<file path="src/bsa_pkg.sv">
package bsa_pkg;

   localparam int MAX_SLOTS = 1024;
   localparam int WORD_BITS = 32;
   localparam int NUM_WORDS = (MAX_SLOTS + WORD_BITS - 1) / WORD_BITS;
   localparam int BIT_W     = $clog2(WORD_BITS);
   localparam int WADDR_W   = $clog2(NUM_WORDS);
   localparam int SLOT_W    = 10;
   localparam int CFG_W     = 11;

   typedef logic [WORD_BITS-1:0] word_type;

   typedef enum logic [1:0] {
      OP_ALLOC      = 2'd0,
      OP_FREE       = 2'd1,
      OP_ITER_START = 2'd2,
      OP_ITER_NEXT  = 2'd3
   } op_type;

   typedef enum logic [1:0] {
      ST_IDLE,
      ST_ALLOC,
      ST_FREE,
      ST_ITER
   } state_type;

   typedef struct packed {
      logic [1:0]        req_type;
      logic [SLOT_W-1:0] free_slot;
   } req_payload_type;

   typedef struct packed {
      logic [SLOT_W-1:0] slot_index;
      logic              found;
   } rsp_payload_type;

   typedef struct packed {
      logic               rd_en;
      logic [WADDR_W-1:0] rd_addr;
      logic               wr_en;
      logic [WADDR_W-1:0] wr_addr;
      word_type           wr_data;
   } mem_cmd_type;

   function automatic logic [CFG_W-1:0] eff_slots(logic [CFG_W-1:0] s);
      return (s > CFG_W'(MAX_SLOTS)) ? CFG_W'(MAX_SLOTS) : s;
   endfunction

   // bits of word w whose slots lie below n
   function automatic word_type word_mask(logic [WADDR_W-1:0] w, logic [CFG_W-1:0] n);
      logic [CFG_W-1:0] base;
      logic [CFG_W-1:0] rem;
      word_type         m;
      base = CFG_W'(w) << BIT_W;
      rem  = n - base;
      if (base >= n) begin
         m = '0;
      end else if (rem >= CFG_W'(WORD_BITS)) begin
         m = '1;
      end else begin
         m = (word_type'(1) << rem[BIT_W-1:0]) - word_type'(1);
      end
      return m;
   endfunction

   function automatic logic [BIT_W-1:0] lowest_bit(word_type v);
      logic [BIT_W-1:0] idx;
      idx = '0;
      for (int i = WORD_BITS - 1; i >= 0; i--) begin
         if (v[i]) begin
            idx = BIT_W'(i);
         end
      end
      return idx;
   endfunction

endpackage

</file>
<file path="src/bsa_map_ram.sv">
module bsa_map_ram (
   input  logic                 clock,
   input  logic                 reset,
   input  bsa_pkg::mem_cmd_type mem_cmd,
   output bsa_pkg::word_type    rd_data
);

   bsa_pkg::word_type                 map_mem [bsa_pkg::NUM_WORDS];
   logic [bsa_pkg::NUM_WORDS-1:0]     valid_ff;
   bsa_pkg::word_type                 rd_word_ff;
   logic                              rd_valid_ff;

   always_ff @(posedge clock) begin
      if (mem_cmd.wr_en) begin
         map_mem[mem_cmd.wr_addr] <= mem_cmd.wr_data;
      end
   end

   always_ff @(posedge clock) begin
      if (mem_cmd.rd_en) begin
         rd_word_ff <= map_mem[mem_cmd.rd_addr];
      end
   end

   // a word never written since reset reads as all free
   always_ff @(posedge clock) begin
      if (reset) begin
         valid_ff    <= '0;
         rd_valid_ff <= 1'b0;
      end else begin
         if (mem_cmd.wr_en) begin
            valid_ff[mem_cmd.wr_addr] <= 1'b1;
         end
         if (mem_cmd.rd_en) begin
            rd_valid_ff <= valid_ff[mem_cmd.rd_addr];
         end
      end
   end

   assign rd_data = rd_valid_ff ? rd_word_ff : '0;

endmodule

</file>
<file path="src/bsa_ctrl.sv">
module bsa_ctrl (
   input  logic                          clock,
   input  logic                          reset,
   input  logic                          start,
   input  bsa_pkg::req_payload_type      req,
   output logic                          busy,
   output logic                          rsp_strobe,
   output bsa_pkg::rsp_payload_type      rsp,
   input  logic [bsa_pkg::CFG_W-1:0]     slots_in_use,
   output bsa_pkg::mem_cmd_type          mem_cmd,
   input  bsa_pkg::word_type             rd_data
);

   bsa_pkg::state_type              state_ff, state_in;
   logic [bsa_pkg::WADDR_W-1:0]     start_word_ff, start_word_in;
   logic [bsa_pkg::WADDR_W-1:0]     scan_word_ff, scan_word_in;
   logic [bsa_pkg::CFG_W-1:0]       cursor_ff, cursor_in;
   logic [bsa_pkg::SLOT_W-1:0]      free_slot_ff, free_slot_in;
   logic                            rsp_valid_ff, rsp_valid_in;
   bsa_pkg::rsp_payload_type        rsp_ff, rsp_in;

   logic [bsa_pkg::CFG_W-1:0]       n_eff;
   bsa_pkg::op_type                 op;
   logic                            free_ok;
   logic [bsa_pkg::CFG_W-1:0]       iter_pos;
   logic                            iter_ok;
   bsa_pkg::word_type               alloc_avail;
   bsa_pkg::word_type               iter_set;
   logic                            alloc_hit;
   logic                            iter_hit;
   logic [bsa_pkg::BIT_W-1:0]       pick_bit;
   logic                            last_word;
   logic [bsa_pkg::WADDR_W-1:0]     iter_word;
   logic [bsa_pkg::CFG_W-1:0]       next_base;
   logic                            iter_end;
   logic [bsa_pkg::SLOT_W-1:0]      iter_slot;

   always_comb begin
      n_eff       = bsa_pkg::eff_slots(slots_in_use);
      op          = bsa_pkg::op_type'(req.req_type);
      free_ok     = {1'b0, req.free_slot} < n_eff;
      iter_pos    = (op == bsa_pkg::OP_ITER_START) ? '0 : cursor_ff;
      iter_ok     = iter_pos < n_eff;
      alloc_avail = ~rd_data & bsa_pkg::word_mask(scan_word_ff, n_eff);
      iter_word   = cursor_ff[bsa_pkg::SLOT_W-1:bsa_pkg::BIT_W];
      iter_set    = rd_data & bsa_pkg::word_mask(iter_word, n_eff)
                    & ('1 << cursor_ff[bsa_pkg::BIT_W-1:0]);
      alloc_hit   = |alloc_avail;
      iter_hit    = |iter_set;
      pick_bit    = bsa_pkg::lowest_bit((state_ff == bsa_pkg::ST_ITER) ? iter_set
                                                                       : alloc_avail);
      last_word   = scan_word_ff == bsa_pkg::WADDR_W'(bsa_pkg::NUM_WORDS - 1);
      next_base   = (bsa_pkg::CFG_W'(iter_word) + bsa_pkg::CFG_W'(1)) << bsa_pkg::BIT_W;
      iter_end    = next_base >= n_eff;
      iter_slot   = {iter_word, pick_bit};
   end

   always_comb begin
      state_in = state_ff;
      case (state_ff)
         bsa_pkg::ST_IDLE: begin
            if (start) begin
               case (op)
                  bsa_pkg::OP_ALLOC: state_in = bsa_pkg::ST_ALLOC;
                  bsa_pkg::OP_FREE: begin
                     if (free_ok) state_in = bsa_pkg::ST_FREE;
                  end
                  bsa_pkg::OP_ITER_START, bsa_pkg::OP_ITER_NEXT: begin
                     if (iter_ok) state_in = bsa_pkg::ST_ITER;
                  end
                  default: state_in = bsa_pkg::ST_IDLE;
               endcase
            end
         end
         bsa_pkg::ST_ALLOC: begin
            if (alloc_hit || (last_word && start_word_ff == '0)) state_in = bsa_pkg::ST_IDLE;
         end
         bsa_pkg::ST_FREE: state_in = bsa_pkg::ST_IDLE;
         bsa_pkg::ST_ITER: begin
            if (iter_hit || iter_end) state_in = bsa_pkg::ST_IDLE;
         end
         default: state_in = bsa_pkg::ST_IDLE;
      endcase
   end

   always_comb begin
      mem_cmd       = '0;
      start_word_in = start_word_ff;
      scan_word_in  = scan_word_ff;
      cursor_in     = cursor_ff;
      free_slot_in  = free_slot_ff;
      rsp_valid_in  = 1'b0;
      rsp_in        = '0;
      case (state_ff)
         bsa_pkg::ST_IDLE: begin
            if (start) begin
               case (op)
                  bsa_pkg::OP_ALLOC: begin
                     mem_cmd.rd_en   = 1'b1;
                     mem_cmd.rd_addr = start_word_ff;
                     scan_word_in    = start_word_ff;
                  end
                  bsa_pkg::OP_FREE: begin
                     if (free_ok) begin
                        mem_cmd.rd_en   = 1'b1;
                        mem_cmd.rd_addr = req.free_slot[bsa_pkg::SLOT_W-1:bsa_pkg::BIT_W];
                        free_slot_in    = req.free_slot;
                     end else begin
                        rsp_valid_in = 1'b1;
                     end
                  end
                  bsa_pkg::OP_ITER_START, bsa_pkg::OP_ITER_NEXT: begin
                     cursor_in = iter_pos;
                     if (iter_ok) begin
                        mem_cmd.rd_en   = 1'b1;
                        mem_cmd.rd_addr = iter_pos[bsa_pkg::SLOT_W-1:bsa_pkg::BIT_W];
                     end else begin
                        rsp_valid_in = 1'b1;
                     end
                  end
                  default: ;
               endcase
            end
         end
         bsa_pkg::ST_ALLOC: begin
            if (alloc_hit) begin
               mem_cmd.wr_en   = 1'b1;
               mem_cmd.wr_addr = scan_word_ff;
               mem_cmd.wr_data = rd_data | (bsa_pkg::word_type'(1) << pick_bit);
               start_word_in   = scan_word_ff;
               rsp_valid_in    = 1'b1;
               rsp_in          = '{slot_index: {scan_word_ff, pick_bit}, found: 1'b1};
            end else if (last_word) begin
               // wrap once to word 0 unless this pass already started there
               if (start_word_ff != '0) begin
                  start_word_in   = '0;
                  scan_word_in    = '0;
                  mem_cmd.rd_en   = 1'b1;
                  mem_cmd.rd_addr = '0;
               end else begin
                  rsp_valid_in = 1'b1;
               end
            end else begin
               // next word is read while this one is checked
               scan_word_in    = scan_word_ff + 1'b1;
               mem_cmd.rd_en   = 1'b1;
               mem_cmd.rd_addr = scan_word_ff + 1'b1;
            end
         end
         bsa_pkg::ST_FREE: begin
            mem_cmd.wr_en   = 1'b1;
            mem_cmd.wr_addr = free_slot_ff[bsa_pkg::SLOT_W-1:bsa_pkg::BIT_W];
            mem_cmd.wr_data = rd_data
                              & ~(bsa_pkg::word_type'(1) << free_slot_ff[bsa_pkg::BIT_W-1:0]);
            rsp_valid_in    = 1'b1;
            rsp_in          = '{slot_index: free_slot_ff, found: 1'b1};
         end
         bsa_pkg::ST_ITER: begin
            if (iter_hit) begin
               cursor_in    = bsa_pkg::CFG_W'(iter_slot) + bsa_pkg::CFG_W'(1);
               rsp_valid_in = 1'b1;
               rsp_in       = '{slot_index: iter_slot, found: 1'b1};
            end else if (iter_end) begin
               cursor_in    = n_eff;
               rsp_valid_in = 1'b1;
            end else begin
               cursor_in       = next_base;
               mem_cmd.rd_en   = 1'b1;
               mem_cmd.rd_addr = iter_word + 1'b1;
            end
         end
         default: ;
      endcase
   end

   always_ff @(posedge clock) begin
      if (reset) begin
         state_ff      <= bsa_pkg::ST_IDLE;
         start_word_ff <= '0;
         cursor_ff     <= '0;
         rsp_valid_ff  <= 1'b0;
      end else begin
         state_ff      <= state_in;
         start_word_ff <= start_word_in;
         cursor_ff     <= cursor_in;
         rsp_valid_ff  <= rsp_valid_in;
      end
   end

   always_ff @(posedge clock) begin
      scan_word_ff <= scan_word_in;
      free_slot_ff <= free_slot_in;
      rsp_ff       <= rsp_in;
   end

   assign busy       = state_ff != bsa_pkg::ST_IDLE;
   assign rsp_strobe = rsp_valid_ff;
   assign rsp        = rsp_ff;

endmodule

</file>
<file path="src/bitmap_slot_allocator.sv">
// Next-fit slot allocator over a 1024-slot bitmap held in a 32 x 32-bit memory.
// Request channel: a beat is taken when start is high and busy is low; req_data
// carries the op (allocate, free, iterate from start, iterate next) and the slot
// to free. Every request gives exactly one response beat: rsp_strobe is high for
// one cycle with rsp_data (slot_index, found). The receiver cannot stall, so the
// response is simply presented for that cycle.
// Timing: the bitmap memory port handles one word per cycle. A scanning request
// reads bitmap words one after another before it strobes its response (allocate:
// words from the roving start word, up to 63 with the wrap; iterate: words from the
// cursor, up to 32). Free reads the slot's word on acceptance and writes it back in
// ST_FREE. Requests that fail on their range check respond in the cycle after
// acceptance. busy drops in the response cycle, so a new request may be taken then.
// CSR channel: csr_wdata sets slots_in_use (reset 1024); accepted while idle and
// no request is presented.
// Reset: synchronous, active high; the bitmap reads as all free right away (per
// word valid bits), start word and iteration cursor go to 0.
module bitmap_slot_allocator (
   input  logic                           clock,
   input  logic                           reset,
   input  logic                           start,
   output logic                           busy,
   input  bsa_pkg::req_payload_type       req_data,
   output logic                           rsp_strobe,
   output bsa_pkg::rsp_payload_type       rsp_data,
   input  logic                           csr_valid,
   output logic                           csr_ready,
   input  logic [bsa_pkg::CFG_W-1:0]      csr_wdata
);

   logic [bsa_pkg::CFG_W-1:0] slots_in_use_ff;
   bsa_pkg::mem_cmd_type      mem_cmd;
   bsa_pkg::word_type         rd_data;

   assign csr_ready = ~busy & ~start;

   always_ff @(posedge clock) begin
      if (reset) begin
         slots_in_use_ff <= bsa_pkg::CFG_W'(bsa_pkg::MAX_SLOTS);
      end else if (csr_valid && csr_ready) begin
         slots_in_use_ff <= csr_wdata;
      end
   end

   bsa_ctrl u_ctrl (
      .clock        (clock),
      .reset        (reset),
      .start        (start),
      .req          (req_data),
      .busy         (busy),
      .rsp_strobe   (rsp_strobe),
      .rsp          (rsp_data),
      .slots_in_use (slots_in_use_ff),
      .mem_cmd      (mem_cmd),
      .rd_data      (rd_data)
   );

   bsa_map_ram u_map_ram (
      .clock   (clock),
      .reset   (reset),
      .mem_cmd (mem_cmd),
      .rd_data (rd_data)
   );

   // a failed beat never carries a slot number
   a_fail_zero: assert property (@(posedge clock) disable iff (reset)
      rsp_strobe && !rsp_data.found |-> rsp_data.slot_index == '0)
      else $error("failed response with nonzero slot");

   // any reported slot lies below the managed count
   a_slot_range: assert property (@(posedge clock) disable iff (reset)
      rsp_strobe && rsp_data.found |->
         {1'b0, rsp_data.slot_index} < bsa_pkg::eff_slots(slots_in_use_ff))
      else $error("reported slot out of range");

   // the response beat coincides with the return to idle
   a_rsp_idle: assert property (@(posedge clock) disable iff (reset)
      rsp_strobe |-> !busy)
      else $error("response while still busy");

   // a response only follows work in flight or a request just taken
   a_rsp_cause: assert property (@(posedge clock) disable iff (reset)
      rsp_strobe |-> $past(busy) || $past(start))
      else $error("response without request");

   // the memory is never written while idle with no request
   a_no_idle_write: assert property (@(posedge clock) disable iff (reset)
      !busy && !start |-> !mem_cmd.wr_en)
      else $error("bitmap write while idle");

endmodule
</file>
<file path="config.mk">
export PLATFORM = sky130hd
export DESIGN_NAME = bitmap_slot_allocator
export DESIGN_NICKNAME = d
export VERILOG_FILES = /design/src/bsa_pkg.sv /design/src/bsa_map_ram.sv /design/src/bsa_ctrl.sv /design/src/bitmap_slot_allocator.sv
export SDC_FILE = /design/constraint.sdc
export NUM_CORES = 2
export LEC_CHECK = 0
export BUFFER_PORTS_ARGS = -buffer_cell sky130_fd_sc_hd__buf_2
export CORE_UTILIZATION = 45
export DETAILED_ROUTE_END_ITERATION = 8
export PLACE_DENSITY_LB_ADDON = 0.05
export SYNTH_ARGS = -nofsm -noshare
export SYNTH_HDL_FRONTEND = slang
export SYNTH_SLANG_ARGS = --single-unit
</file>
<file path="constraint.sdc">
create_clock -name clock -period 6.76 [get_ports clock]
set_input_delay 0.676 -clock clock [delete_from_list [all_inputs] [get_ports clock]]
set_output_delay 0.676 -clock clock [all_outputs]
set_load 0.1 [all_outputs]
</file>
==> reports/results.ini <==
[timing]
setup-violations-final=0
hold_violations=0
worst_slew_pin_slew_ns=1.193
grt_setup_unrepaired=no
period_share_pct=96.27
fin_ws_ns=0.2520
finalMaxSlewViolations=0
fin_crit_ns=6.508
finClkSkew_ns=0.05098
timing.fmax_mhz=153.7
fin_setup_tns_ns=0
slew_headroom_pct=20.27

[cts]
clk_pin_slew_worst_paths_ns=0.06
cts_sinks=1145
cts_root_buf=clkbuf_16
clockBufferDepth=3
insertion_delay_ns=0.75
htreeDepth=3
tritoncts=done
hold_buffers=0
numCtsBuffers=118

[global_routing]
antenna_found_initial=5
grt_usage_pct=32.28
grt_overflow=0
grt_pass1_wl_um=264100
grt_pass1_vias=35010
grt_max_degree=107

[setup_path]
worstPathMaxFanout=32
cp.required_ns=7.27
reg2reg_depth=19
reg2reg_setup_slack_ns=0.25
end_kind=register
timing.rr.end=u_map_ram.map_mem[0][14]
start_kind=register
r2r-start=slots_in_use_ff[10]
arrival_ns=7.02
worst-setup-path-type=register to register

[synthesis]
synth_area_um2=50840
async_flop_share_pct=0
ys.warnings.count=0
synth.distinct_cells=106
yosysSeqAreaShare_pct=66.17
synth_top_area_share_pct=63.26
syn_inst=3677
ys.flop_type=edfxtp_1
synth_edf_count=1071
syn-num-nets=3752
ys_ff_latch=1145
synth_area_leaders=edfxtp_1 63%, mux4_2 4.0%, mux2i_1 3.2%
yosys.area.top_type=edfxtp_1
synth.avg_cell_area_um2=13.83

[pwr]
p_leak_nw=19.06
p_per_area_nw_per_um2=292.2
total_power_mw=17.45
vdd_drop_max_uv=258.3

[final_layout]
drive_gt1_share_pct=19.34
multi_input_area_um2=16430
nFillCells=9243
syn_to_final_growth_pct=17.46
fin_cells=5502
seq_area_um2=33640
final_nets=3988

[detailed_routing]
dr.first_iter.drc_count=4469
antenna_left=0
vias_per_cell=6.540
drc_errors=0
routed_wl_um=187700
detail_route.wl_per_cell_um=34.12
vias=35990
drt_pre_antenna_iters=6

[placement]
dp_cells=5267
gp_congestion=0.9846
portBuffers=40
post-dp-hpwl_um=123200
place_ws_ns=-0.2244

[floorplanning]
pin_count=41
fp-row-count=122
core_area_um2=111300
start_util_pct=45.69
die_y_um=338.1
fp.dieW_um=338.1
fp.dieArea_um2=114300

[min_path]
hold_end=u_ctrl.free_slot_ff[0]
worstHoldPathType=input port to register
holdPathStages=1
min_from=req_data[0]

[status]
status=finished clean

[flow_run]
maxCapViolCount=0

[worst max path at each step]
| stage | slack [ns] | cells after the start | to | startpoint |
|---|---|---|---|---|
| after floorplan | 0.28 | 20 | u_map_ram.map_mem[16][0] | slots_in_use_ff[10] |
| after global placement | -0.03 | 20 | u_map_ram.map_mem[4][29] | slots_in_use_ff[10] |
| after detailed placement | -0.22 | 20 | u_map_ram.map_mem[4][29] | slots_in_use_ff[10] |
| after CTS | 0.05 | 20 | u_map_ram.map_mem[27][17] | slots_in_use_ff[10] |
| after global routing | 0.04 | 23 | u_map_ram.map_mem[14][23] | slots_in_use_ff[10] |
| final | 0.25 | 19 | u_map_ram.map_mem[0][14] | slots_in_use_ff[10] |
[final cells by class]
cell class | count | share of cell area, %
inverter | 82 | 0.5154
tap | 1488 | 3.118
antenna | 2 | 0.008381
multi-input combinational | 2204 | 27.51
timing repair buffer | 362 | 6.177
sequential | 1145 | 56.34
clock buffer | 144 | 5.244
clock inverter | 75 | 1.089
[synthesized netlist by cell type (all sizes together), types with 9 or more instances]
cell	instances
or2	14
o221ai	40
inv	79
o311a	20
a21o	14
and3	63
o21ai	170
and2	23
a32oi	45
o2111ai	27
buf	76
a211o	17
a2111oi	14
a21oi	115
nand4	26
mux4	90
mux2	19
ha	46
a211oi	53
or3	64
nor2b	23
nor3b	10
nor3	53
a22oi	34
o21a	48
a221oi	11
mux2i	163
nand2b	22
o31ai	9
a31oi	35
o211a	12
o311ai	40
nand2	289
edfxtp	1071
nand3	147
o211ai	43
clkbuf	171
o22ai	43
dfxtp	74
nor2	195
nor4	23
[per-layer routing]
| layer | routed length, um | up-vias | global-route usage, % |
|---|---|---|---|
| li1 | - | 15150 | - |
| met1 | 77320 | 18620 | 44.28 |
| met2 | 87720 | 1848 | 51.31 |
| met3 | 15410 | 365 | 5.851 |
| met4 | 7274 | 2 | 12.05 |
| met5 | 13 | - | 0 |
[critical path, stage by stage, from the launching register on]
cell,delay [ns]
dfxtp_1,0.40
inv_2,0.12
buf_4,0.18
nand2_1,0.23
inv_1,0.15
ha_1,0.36
nand2b_1,0.10
a2111o_1,0.38
o311a_1,0.28
o31a_2,0.52
a221o_1,0.50
or3b_2,0.54
or2_2,0.37
a311o_1,0.39
a31oi_1,0.48
nor2b_1,0.36
and2_1,0.26
a31oi_1,0.19
nor2_2,0.15
buf_4,0.31
[flip-flops by register name, summed over array words and instances (netlist names)]
| register | count |
|---|---|
| slots_in_use_ff | 11 |
| u_ctrl.cursor_ff | 11 |
| u_ctrl.free_slot_ff | 10 |
| u_ctrl.rsp | 11 |
| u_ctrl.rsp_strobe | 1 |
| u_ctrl.scan_word_ff | 5 |
| u_ctrl.start_word_ff | 5 |
| u_ctrl.state_ff | 2 |
| u_map_ram.map_mem | 1024 |
| u_map_ram.rd_valid_ff | 1 |
| u_map_ram.rd_word_ff | 32 |
| u_map_ram.valid_ff | 32 |
[power by group]
| group | switching (mW) | internal [mW] | total [mW] |
|---|---|---|---|
| Sequential | 0.206 | 7.88 | 8.09 |
| Clock | 2.80 | 3.56 | 6.36 |
| Combinational | 2.00 | 1.00 | 3.00 |
[logic make-up after synthesis]
logic type | count (synthesis) | synth area share [%]
adders and majority gates | 48 | 1.211
muxes | 272 | 7.617
and+or+nand+nor | 989 | 9.620
DFF | 1145 | 66.17
AOI/OAI and AO/OA | 879 | 12.49
buffers and inverters | 329 | 2.631
xor gates and xnor gates | 15 | 0.2584
[cells in the final DEF (no fill, tap or decap), types with 18 or more instances in the layout]
cell          n
o311a_1      20
a211oi_1     49
nor4_1       21
dfxtp_1      73
mux2i_1     163
clkinv_1     36
buf_4       236
nand4_1      26
and2_1       22
buf_2        40
ha_1         44
nor2_4       37
o211ai_1     43
nor2_2       18
clkbuf_1     19
a22oi_1      32
a21oi_1     101
o2111ai_1    27
o21a_1       47
nand2b_1     22
o21ai_0     160
clkbuf_16   120
nand2_1     284
a31oi_1      33
mux4_2       90
nor2_1      141
and3_1       62
nor2b_1      23
buf_12       82
edfxtp_1   1071
o221ai_1     40
o311ai_0     31
clkinv_2     22
a32oi_1      45
or3_1        64
nor3_1       45
o22ai_1      43
nand3_1     146
inv_1        77
[through the flow]
step	cell area, um^2	utilization (%)	hold WS, ns
6_report	59720	53.67	0.1819
5_1_grt	59710	53.66	0.1538
4_1_cts	59500	53.47	0.1372
3_5_place_dp	55700	50.05	0.4509
3_3_place_gp	55670	50.03	0.4422
2_1_floorplan	50850	-	0.4325
[what timing repair did]
item / CTS / global route
gates cloned: 0 / 2
buffers inserted: 0 / 12
setup endpoints to repair: 96 / 672
pin swaps: 0 / 4
gates resized for setup: 3 / 15
Power figures use the tool's default switching activity.
